### src/design/zhb_pkg.sv
// Shared types, constants and helper functions of the Zou-He boundary block.
// Used by every design module of the block but the checker; depends on nothing.
package zhb_pkg;

  localparam int QW   = 18;
  localparam int FRAC = 16;

  localparam int NUM1_W = 22;
  localparam int DEN1_W = 19;
  localparam int MOM_W  = 21;
  localparam int PD_W   = 17;

  localparam int FIFO_DEPTH_DEF = 2;

  localparam logic [PD_W-1:0] PD_RESET = 17'd65536;
  localparam logic signed [23:0] ONE_Q16 = 24'sd65536;

  localparam logic signed [QW-1:0] SAT_MAX = 18'sh1FFFF;
  localparam logic signed [QW-1:0] SAT_MIN = 18'sh20000;
  localparam logic [QW:0] MAG_MAX_POS = 19'd131071;
  localparam logic [QW:0] MAG_MAX_NEG = 19'd131072;

  // floor(x / 3) as (x * K) >> S, exact for x below 2^21.
  localparam logic [20:0] DIV3_K  = 21'd1398102;
  localparam int          DIV3_SH = 22;

  localparam logic ACT_INLET  = 1'b0;
  localparam logic ACT_OUTLET = 1'b1;

  typedef struct packed {
    logic                     outlet;
    logic [8:0][QW-1:0]       f;
    logic signed [NUM1_W-1:0] num1;
    logic signed [DEN1_W-1:0] den1;
    logic signed [QW-1:0]     mb;
    logic signed [QW-1:0]     half;
  } item_t;

  typedef struct packed {
    logic               err;
    logic [2:0][QW-1:0] nv;
    logic [QW-1:0]      dens;
  } rebuilt_t;

  function automatic logic signed [QW-1:0] sat18(input logic signed [23:0] v);
    logic signed [QW-1:0] r;
    if (v > 24'sd131071) begin
      r = SAT_MAX;
    end else if (v < -24'sd131072) begin
      r = SAT_MIN;
    end else begin
      r = v[QW-1:0];
    end
    return r;
  endfunction

  function automatic logic [18:0] div3(input logic [20:0] x);
    logic [41:0] p;
    p = 42'(x) * 42'(DIV3_K);
    return p[DIV3_SH +: 19];
  endfunction

endpackage

### src/design/zhb_fifo.sv
// Short queue between the front end and the arithmetic back end.
// Depends on zhb_pkg.
module zhb_fifo #(
  parameter int DEPTH = zhb_pkg::FIFO_DEPTH_DEF
) (
  input  logic           clk,
  input  logic           rst_n,
  input  logic           push,
  input  zhb_pkg::item_t push_item,
  output logic           push_ok,
  input  logic           pop,
  output logic           head_vld,
  output zhb_pkg::item_t head_item
);

  localparam int PTR_W = (DEPTH > 1) ? $clog2(DEPTH) : 1;
  localparam int CNT_W = $clog2(DEPTH + 1);

  zhb_pkg::item_t   mem_r [DEPTH];
  logic [PTR_W-1:0] wr_r, wr_nxt, rd_r, rd_nxt;
  logic [CNT_W-1:0] cnt_r, cnt_nxt;

  assign push_ok   = (cnt_r != CNT_W'(DEPTH));
  assign head_vld  = (cnt_r != '0);
  assign head_item = mem_r[rd_r];

  always_comb begin
    wr_nxt = wr_r;
    rd_nxt = rd_r;
    if (push) begin
      wr_nxt = (wr_r == PTR_W'(DEPTH - 1)) ? '0 : wr_r + 1'b1;
    end
    if (pop) begin
      rd_nxt = (rd_r == PTR_W'(DEPTH - 1)) ? '0 : rd_r + 1'b1;
    end
    case ({push, pop})
      2'b10:   cnt_nxt = cnt_r + 1'b1;
      2'b01:   cnt_nxt = cnt_r - 1'b1;
      default: cnt_nxt = cnt_r;
    endcase
  end

  always_ff @(posedge clk) begin
    if (!rst_n) begin
      wr_r  <= '0;
      rd_r  <= '0;
      cnt_r <= '0;
    end else begin
      wr_r  <= wr_nxt;
      rd_r  <= rd_nxt;
      cnt_r <= cnt_nxt;
    end
  end

  always_ff @(posedge clk) begin
    if (push) begin
      mem_r[wr_r] <= push_item;
    end
  end

endmodule

### config.mk
export PLATFORM = sky130hd
export DESIGN_NAME = zhb_fifo
export DESIGN_NICKNAME = d
export VERILOG_FILES = /design/src/design/zhb_pkg.sv /design/src/design/zhb_fifo.sv
export SDC_FILE = /design/constraint.sdc
export NUM_CORES = 1
export LEC_CHECK = 0
export BUFFER_PORTS_ARGS = -buffer_cell sky130_fd_sc_hd__buf_4
export CORE_MARGIN = 2
export CORE_UTILIZATION = 33
export CTS_BUF_LIST = sky130_fd_sc_hd__clkbuf_4 sky130_fd_sc_hd__clkbuf_8 sky130_fd_sc_hd__clkbuf_16
export CTS_CLUSTER_DIAMETER = 120
export DETAILED_ROUTE_END_ITERATION = 10
export GPL_TIMING_DRIVEN = 0
export PLACE_DENSITY = 0.54
export SLEW_MARGIN = 40
export SYNTH_ARGS = -nofsm -noshare
export SYNTH_HDL_FRONTEND = slang
export SYNTH_SLANG_ARGS = --single-unit
### constraint.sdc
create_clock -name clk -period 25.7 [get_ports clk]
set_input_delay 5.14 -clock clk [delete_from_list [all_inputs] [get_ports clk]]
set_output_delay 5.14 -clock clk [all_outputs]
set_load 0.05 [all_outputs]
==> key figures <==
Outcome
  – Outcome: completed

Worst setup path
  – Crit path required time: 20560 ps
  – Worst R2R End: mem_r[0][211]
  – Setup CP Type: reg2out
  – Crit path max fanout: 10
  – Crit path cell chain: buf_6 > buf_8 > buf_6 > mux2_4 > buf_4
  – Startpoint Class: register
  – Reg2reg path depth: 8
  – CP peak stage delay: 340 ps
  – WP data arrival: 2020 ps
  – Buf/Inv on CP: 4
  – R2R setup slack: 23440 ps
  – Most used cell, CP: buf_6
  – CP endpoint: head_item[36]
  – Reg-to-reg critical path startpoint: wr_r
  – Setup crit end kind: primary output
  – CP max-delay cell: mux2_4
  – Cell family with most CP delay: buffers and inverters
  – Crit path depth: 5

Hold path
  – Worst hold path class: reg2reg

Floorplanning
  – Initial core utilization: 33.3%
  – Total die area: 0.0576 mm^2
  – Chip Width: 240 um
  – Num rows: 86
  – Die height: 240 um
  – Area of the core: 0.0551 mm^2
  – IO Count: 486

Power
  – Worst VDD drop: 0.0790 mV
  – Switching power: 542 uW
  – Comb pwr share: 18.1%
  – Switching share of power: 25.9%
  – Flop pwr share: 44.1%
  – Int Pwr: 1550 uW
  – Pwr/cell area: 82.7 mW/mm^2
  – Clock power frac: 37.8%
  – Pleak: 0.00991 uW

Clock network
  – Post-CTS sizing: 0
  – CTS tree: done
  – Longest Clk Path Bufs: 3
  – Worst-Skew Late Latency: 570 ps
  – Cts hold-fix bufs: 0
  – Num CTS Buffers: 54
  – CTS Root Cell: clkbuf_16
  – Post-CTS Setup Inserts: 0
  – Clk sink count: 485
  – H-tree lvl count: 2
  – Clock transition at path regs: 60 ps

Drt
  – Total length of routed met2 wires: 21300 um
  – Routed Antenna Nets: 0
  – Initial drt markers: 356
  – Routed vias/inst: 4.30
  – Met1 wire length: 15400 um
  – Routed met3 length: 4530 um
  – Uppermost layer routed: met5
  – DRT Pass-1 Iters: 4
  – WL/cell: 19.8 um
  – # DRC: 0
  – Vias post-DR: 9140
  – WL final: 42100 um

Logic synthesis
  – Register area share after synthesis: 79.0%
  – Yosys top cell area share: 78.5%
  – Syn Area/Cell: 23.9 um^2
  – Synth area leaders: edfxtp_1, mux2_4, mux2_2
  – Syn. warnings: 0
  – Post-synthesis cell count: 769
  – Mapped Area: 0.0184 mm^2
  – Post-Syn Nets: 1014
  – Synth Register Bits: 485
  – Post-synth cell types: 20
  – Post-synth top area cell: edfxtp_1

Layout
  – Final nets: 1580
  – Share of layout cells above drive strength 1: 63.2%
  – Cell area after layout: 0.0253 mm^2
  – Most frequent cells in the layout: buf_4, edfxtp_1, mux2_4
  – Syn-to-layout area delta: 38.0%
  – Most common cell after layout, fill and taps aside: buf_4
  – Inserted Diodes: 0

Global routing
  – Largest net degree at the start of global routing: 35
  – Grt total ovfl: 0
  – Initial antenna violation count: 4
  – Gr usage total: 14.2%
  – Vias in the first global route: 9890
  – First-pass GRT wire length: 61100 um

STA
  – Max Freq: 140 MHz
  – Max-slew violation count: 0
  – Clk_skew: 12.9 ps
  – RSZ-0062 raised after global routing: no
  – Setup tns final: 0 ps
  – Slew headroom: 74.7%
  – Crit path time final: 7160 ps
  – Final setup viols: 0
  – Final Hold Vio Count: 0
  – Worst slew pin tran: 379 ps
  – Fin crit share: 27.9%

Place
  – DP Area: 0.0235 mm^2
  – PortBufs: 485
  – HPWL Detailed: 30400 um
  – Gp weighted congestion: 0.721

Flow run
  – Max-cap violations: 0
per-layer routing:
layer,GRT usage [%],vias to the layer above
li1,-,4211
met1,15.7,4547
met2,24.4,308
met3,6.65,66
met4,4.50,8
met5,0,-
flip-flops by register name, indices dropped and copies added, names as in the netlist, named ones only:
signal  cells
mem_r     480
rd_r        1
cnt_r       2
wr_r        1
power groups by stage:
stage	clock network [uW]	logic, uW	registers (uW)
finish	792	379	924
global route	845	398	927
CTS	816	386	924
detailed placement	0	385	941
global placement	0	370	962
floorplan	0	252	951
how the worst min path moves through the flow:
stage | from | to | slack (ps) | depth (start not counted)
4_1_cts | cnt_r[1] | cnt_r[1] | 540 | 2
3_3_place_gp | cnt_r[1] | cnt_r[1] | 480 | 2
5_1_grt | cnt_r[1] | cnt_r[1] | 560 | 2
6_report | cnt_r[1] | cnt_r[1] | 530 | 2
3_5_place_dp | cnt_r[1] | cnt_r[1] | 510 | 2
2_1_floorplan | cnt_r[1] | cnt_r[1] | 470 | 2
area by class of cell:
| cell class | instances | area [um^2] |
|---|---|---|
| fillers | 4817 | 29700 |
| flip-flops and latches | 485 | 14500 |
| repair buffers | 510 | 4180 |
| multi-input cells | 256 | 3580 |
| clock buffers | 63 | 1440 |
| well taps | 748 | 936 |
| clock inverters | 37 | 412 |
| plain buffers | 27 | 287 |
| inverters | 1 | 3.75 |
logic make-up after synthesis:
logic type	synth area share [%]
AOI/OAI and AO/OA	0.109
adders and majority gates	0.0681
buffers and inverters	1.58
xor gates and xnor gates	0.143
DFF	79.0
and+or+nand+nor	0.293
muxes	18.8
metrics by stage:
| stage | hold WS, ps | cells | utilization [%] | total power [uW] | setup WS, ps |
|---|---|---|---|---|---|
| floorplan | 466 | 769 | - | 1200 | 9540 |
| global placement | 482 | 2002 | 41.7 | 1330 | 2210 |
| detailed placement | 507 | 2027 | 42.7 | 1330 | 18440 |
| CTS | 541 | 2127 | 46.0 | 2130 | 18450 |
| global route | 557 | 2127 | 46.0 | 2170 | 18440 |
| finish | 533 | 2127 | 46.0 | 2100 | 18540 |
Yosys cell counts:
master and n:
a21boi_1 1, and2_1 4, buf_2 4, buf_6 21, buf_8 2, dfxtp_1 5, edfxtp_1 480, ha_1 1
inv_1 1, mux2_2 40, mux2_4 200, nand2b_1 1, nor2_1 1, nor2b_1 1, o21a_1 1, o21ai_0 1
or2_2 1, or3_1 1, xnor2_1 2, xor2_1 1
worst reg2reg max path, cell delays in order, from the launching register on:
cell	delay, ps
dfxtp_1	340
nor2_4	340
buf_8	220
buf_16	180
buf_16	170
buf_16	160
buf_16	160
buf_8	190
buf_16	180
Note: power is estimated with default switching activity, not from simulation.
