===== src/design/zhb_pkg.sv =====
// Shared types, constants and helper functions of the Zou-He boundary block.
// Used by every design module of the block but the checker; depends on nothing.
package zhb_pkg;

  localparam int QW   = 18;
  localparam int FRAC = 16;

  localparam int NUM1_W = 22;
  localparam int DEN1_W = 19;
  localparam int MOM_W  = 21;
  localparam int PD_W   = 17;

  localparam int FIFO_DEPTH_DEF = 2;

  localparam logic [PD_W-1:0] PD_RESET = 17'd65536;
  localparam logic signed [23:0] ONE_Q16 = 24'sd65536;

  localparam logic signed [QW-1:0] SAT_MAX = 18'sh1FFFF;
  localparam logic signed [QW-1:0] SAT_MIN = 18'sh20000;
  localparam logic [QW:0] MAG_MAX_POS = 19'd131071;
  localparam logic [QW:0] MAG_MAX_NEG = 19'd131072;

  // floor(x / 3) as (x * K) >> S, exact for x below 2^21.
  localparam logic [20:0] DIV3_K  = 21'd1398102;
  localparam int          DIV3_SH = 22;

  localparam logic ACT_INLET  = 1'b0;
  localparam logic ACT_OUTLET = 1'b1;

  typedef struct packed {
    logic                     outlet;
    logic [8:0][QW-1:0]       f;
    logic signed [NUM1_W-1:0] num1;
    logic signed [DEN1_W-1:0] den1;
    logic signed [QW-1:0]     mb;
    logic signed [QW-1:0]     half;
  } item_t;

  typedef struct packed {
    logic               err;
    logic [2:0][QW-1:0] nv;
    logic [QW-1:0]      dens;
  } rebuilt_t;

  function automatic logic signed [QW-1:0] sat18(input logic signed [23:0] v);
    logic signed [QW-1:0] r;
    if (v > 24'sd131071) begin
      r = SAT_MAX;
    end else if (v < -24'sd131072) begin
      r = SAT_MIN;
    end else begin
      r = v[QW-1:0];
    end
    return r;
  endfunction

  function automatic logic [18:0] div3(input logic [20:0] x);
    logic [41:0] p;
    p = 42'(x) * 42'(DIV3_K);
    return p[DIV3_SH +: 19];
  endfunction

endpackage


===== src/design/zhb_front.sv =====
// Front end: accepts a cell, forms the divider operands and the half term.
// Depends on zhb_pkg.
module zhb_front (
  input  logic                          clk,
  input  logic                          rst_n,
  input  logic                          in_tvalid,
  output logic                          in_tready,
  input  logic [183:0]                  in_tdata,
  input  logic [0:0]                    in_tuser,
  input  logic [zhb_pkg::PD_W-1:0]      pd,
  input  logic                          push_ok,
  output logic                          push,
  output zhb_pkg::item_t                push_item
);

  logic                           fv_r, fv_nxt;
  zhb_pkg::item_t                 item_r, item_nxt;
  logic signed [zhb_pkg::QW-1:0]  f_w [9];
  logic signed [zhb_pkg::QW-1:0]  u_w;
  logic signed [21:0]             base_w, side_in_w, side_out_w;
  logic signed [18:0]             diff_w, half_w;
  logic                           outlet_w;
  logic                           accept_w;

  assign push      = fv_r && push_ok;
  assign in_tready = !fv_r || push_ok;
  assign accept_w  = in_tvalid && in_tready;
  assign push_item = item_r;

  always_comb begin
    u_w = $signed(in_tdata[zhb_pkg::QW-1:0]);
    for (int k = 0; k < 9; k++) begin
      f_w[k] = $signed(in_tdata[zhb_pkg::QW*(k+1) +: zhb_pkg::QW]);
    end
    outlet_w   = (in_tuser[0] == zhb_pkg::ACT_OUTLET);
    base_w     = 22'(f_w[0]) + 22'(f_w[2]) + 22'(f_w[4]);
    side_in_w  = 22'(f_w[3]) + 22'(f_w[6]) + 22'(f_w[7]);
    side_out_w = 22'(f_w[1]) + 22'(f_w[5]) + 22'(f_w[8]);
    // Halving truncates toward zero, so negative differences are bumped first.
    diff_w     = 19'(f_w[2]) - 19'(f_w[4]);
    half_w     = (diff_w + $signed({18'd0, diff_w[18]})) >>> 1;

    item_nxt.outlet = outlet_w;
    for (int k = 0; k < 9; k++) begin
      item_nxt.f[k] = f_w[k];
    end
    item_nxt.half = half_w[zhb_pkg::QW-1:0];
    if (outlet_w) begin
      item_nxt.num1 = base_w + (side_out_w <<< 1);
      item_nxt.den1 = $signed({2'b00, pd});
      item_nxt.mb   = $signed({1'b0, pd});
    end else begin
      item_nxt.num1 = base_w + (side_in_w <<< 1);
      item_nxt.den1 = 19'sd65536 - 19'(u_w);
      item_nxt.mb   = u_w;
    end
  end

  always_comb begin
    fv_nxt = fv_r;
    if (accept_w) begin
      fv_nxt = 1'b1;
    end else if (push) begin
      fv_nxt = 1'b0;
    end
  end

  always_ff @(posedge clk) begin
    if (!rst_n) begin
      fv_r <= 1'b0;
    end else begin
      fv_r <= fv_nxt;
    end
  end

  always_ff @(posedge clk) begin
    if (accept_w) begin
      item_r <= item_nxt;
    end
  end

endmodule


===== config.mk =====
export PLATFORM = sky130hd
export DESIGN_NAME = zhb_front
export DESIGN_NICKNAME = d
export VERILOG_FILES = /design/src/design/zhb_pkg.sv /design/src/design/zhb_front.sv
export SDC_FILE = /design/constraint.sdc
export NUM_CORES = 1
export LEC_CHECK = 0
export BUFFER_PORTS_ARGS = -buffer_cell sky130_fd_sc_hd__buf_2
export CORE_ASPECT_RATIO = 0.8
export CORE_MARGIN = 8
export CORE_UTILIZATION = 50
export DETAILED_ROUTE_END_ITERATION = 8
export PLACE_DENSITY = 0.9
export RECOVER_POWER = 50
export SYNTH_ARGS = -nofsm -noshare
export SYNTH_HDL_FRONTEND = slang
export SYNTH_SLANG_ARGS = --single-unit

===== constraint.sdc =====
create_clock -name clk -period 18.8 [get_ports clk]
set_clock_uncertainty 0.15 [all_clocks]
set_input_delay 4.7 -clock clk [delete_from_list [all_inputs] [get_ports clk]]
set_output_delay 4.7 -clock clk [all_outputs]
set_load 0.02 [all_outputs]

==> metrics.cfg <==
[status]
status=finished with violations
violations=max-capacitance violations, max-slew violations

[place]
numPortBuffers=443
finalWeightedCongestion=0.907
dp_hpwl_um=33300

[worst_setup_path]
endpoint=push_item[76]$_DFFE_PP_
crit_start=in_tuser
slowest_delay_ns=2.47
cp-end-kind=register
timing.rr.end=push_item[204]$_DFFE_PP_
r2r_setup_slack_ns=14.99
r2r_start=fv_r$_SDFFE_PN0P_
critPathTopFamily=buffers and inverters
critPathArrivalTime_ns=10.54
critPathBufInv=4
cp_data_required_time_ns=18.92
criticalPathCategory=primary input to register
crit_fanout=88
crit_chain=buf_2 > clkbuf_1 > mux2_2 > ha_1 > inv_1 > fa_1 > nor2b_1 > o21a_1 > o21ai_1 > a2111oi_0 > buf_4 > o31ai_1 > o21ai_1 > a2111oi_0 > a21o_1
critPathLaunchType=primary input
cp_slowest_cell=clkbuf_1
crit_cells=15
reg2reg_depth=4

[timing]
finalCritPeriodShare=0.554
rsz0062_at_grt=no
final-setup-viol-count=0
max_freq_ghz=0.0960
tightestPinTransition_ns=3.54
hold_viol=0
period_needed_ns=10.42
slew_headroom=-1.36
slew_viol_final=116
tns_ns=0

[route]
via_per_inst=5.58
routed-wl-met2_um=20100
wl_per_cell_um=21.4
num_vias=10800
top_layer_used=met5
met3_length_um=4050
wl_um=41300
drtAntennaViolNets=0
met1_length_um=15900
drtIter0Drc=745
drc=0
dr.pass1.iters=8

[clock_tree]
cts_tree=built
cts_setup_buffers=0
cts_resized=0
cts_buffer_depth=3
cts_hold_buf=0
cts-htree-levels=1
clkSlewWorstSetupHoldPaths_ns=0.06
cts_inserted_buffers=26
clock_latency_ns=0.52
clockRootBuffer=clkbuf_16
clock-sinks=240

[power]
power_mw=1.91
clockPowerShare=0.254
switchingPower_mw=0.675
p_sw_frac=0.354
power_frac_seq=0.364
internal_power_mw=1.23
leakage_nw=6.60
p_comb_frac=0.382
ir_drop_v=0.0000794
p_per_area_nw_per_um2=113

[logic_synthesis]
synth_top_family_by_area=adder cells
synth_mux_area_frac=0.00389
synth-compound-area-share=0.127
yosys.area.top_type=edfxtp_1
netlist_area_um2=13800
synth_common_cells=239 x edfxtp_1, 94 x ha_1, 73 x inv_1
yosysTopAreaCellShare=0.518
yosysWarnings=0
synth_cells=1087
synth-xor-area-share=0.0582
synth-adder-area-share=0.170
syn_nets=1446
ys_top_cells_by_area=edfxtp_1 52%, fa_1 8.5%, ha_1 8.5%, xnor2_1 3.9%, o21ai_0 2.1%
yosysMostFrequentCell=edfxtp_1
synth_ff_type=edfxtp_1
postSynthAreaPerCell_um2=12.7
synth_cell_types=75
synth_edf_count=239
yosys.area_share.simple=0.0965
ys_seq_area_frac=0.520
synth_seq_cells=240
ys_async_sr_fraction=0

[floorplan]
rows=54
die_h_um=165
core_um2=27200
initial_core_util=0.508
num_io_pins=448
die-area_um2=33300
die_w_um=202

[finish]
fillers=2239
drive_above_1_share=0.131
final_nets=1907
regArea_um2=7200
multi_input_area_um2=6310
diodes=0
area_growth_pct=22.1

[global_routing]
antenna_found_initial=3
grt_max_degree=89
grt_pass1_vias=11000
grt_first_pass_wirelength_um=61500
grt_usage=0.235
grt-ovfl-total=0

[run]
maxCapViolCount=2

[min_path]
hold_path.class=register to register

-- cells in the final DEF, fill, tap and decap left out, types with 48 or more instances in the layout --
| cell | instances |
|---|---|
| buf_2 | 135 |
| clkbuf_1 | 316 |
| edfxtp_1 | 239 |
| fa_1 | 59 |
| ha_1 | 94 |
| inv_1 | 73 |
| nand2_1 | 66 |
| nor2_1 | 48 |
| o21ai_0 | 58 |
| xnor2_1 | 61 |
-- stage by stage --
step                hold WS, ns  area (um^2)  cells  utilization  setup slack (ns)
CTS                       0.394        17300   1932        0.635              8.82
detailed placement        0.383        16500   1884        0.606              8.69
global placement          0.366        16500   1884        0.606              8.83
floorplan                 0.498        13800   1087            -              7.60
finish                    0.386        16900   1932        0.621              8.38
global route              0.447        16900   1932        0.621              7.95
-- cells by family after synthesis --
| family | count (synthesis) |
|---|---|
| flip-flops | 240 |
| XOR/XNOR | 92 |
| buffers and inverters | 88 |
| AND/OR/NAND/NOR | 258 |
| adder cells (fa/ha/maj) | 153 |
| AO/OA/AOI/OAI | 251 |
| multiplexers | 5 |
-- final cells by class --
type | instances | share of cell area
repair buffers | 448 | 0.110
flip-flops and latches | 240 | 0.426
clock inverters | 14 | 0.00614
well taps | 364 | 0.0269
clock buffers | 34 | 0.0415
multi-input cells | 759 | 0.373
inverters | 73 | 0.0162
-- worst min path at each step --
stage                       from                 to  cells past startpoint
2_1_floorplan  fv_r$_SDFFE_PN0P_  fv_r$_SDFFE_PN0P_                      2
3_3_place_gp   fv_r$_SDFFE_PN0P_  fv_r$_SDFFE_PN0P_                      2
3_5_place_dp   fv_r$_SDFFE_PN0P_  fv_r$_SDFFE_PN0P_                      2
4_1_cts        fv_r$_SDFFE_PN0P_  fv_r$_SDFFE_PN0P_                      2
5_1_grt        fv_r$_SDFFE_PN0P_  fv_r$_SDFFE_PN0P_                      2
6_report       fv_r$_SDFFE_PN0P_  fv_r$_SDFFE_PN0P_                      2
-- worst register-to-register path, stage by stage (launching register included) --
cell      delay (ns)
dfxtp_1         0.31
nand2b_1        0.09
and2_0          1.16
buf_4           0.85
buf_4           0.84
-- power groups by stage --
stage	clock, mW	sequential, mW	combinational, mW
finish	0.485	0.694	0.729
global placement	0	0.701	0.710
global route	0.514	0.699	0.803
CTS	0.496	0.693	0.744
floorplan	0	0.782	0.443
detailed placement	0	0.703	0.735
-- flip-flops by register name, summed over array words and instances (netlist names) --
| name | cells |
|---|---|
| fv_r | 1 |
| push_item | 239 |
-- layer usage --
metal  vias up  global-route usage
li1       4995                   -
met1      5159               0.281
met2       558               0.407
met3        71              0.0696
met4         6              0.0696
met5         -                   0
No activity file was read; power rests on OpenSTA's default activity.
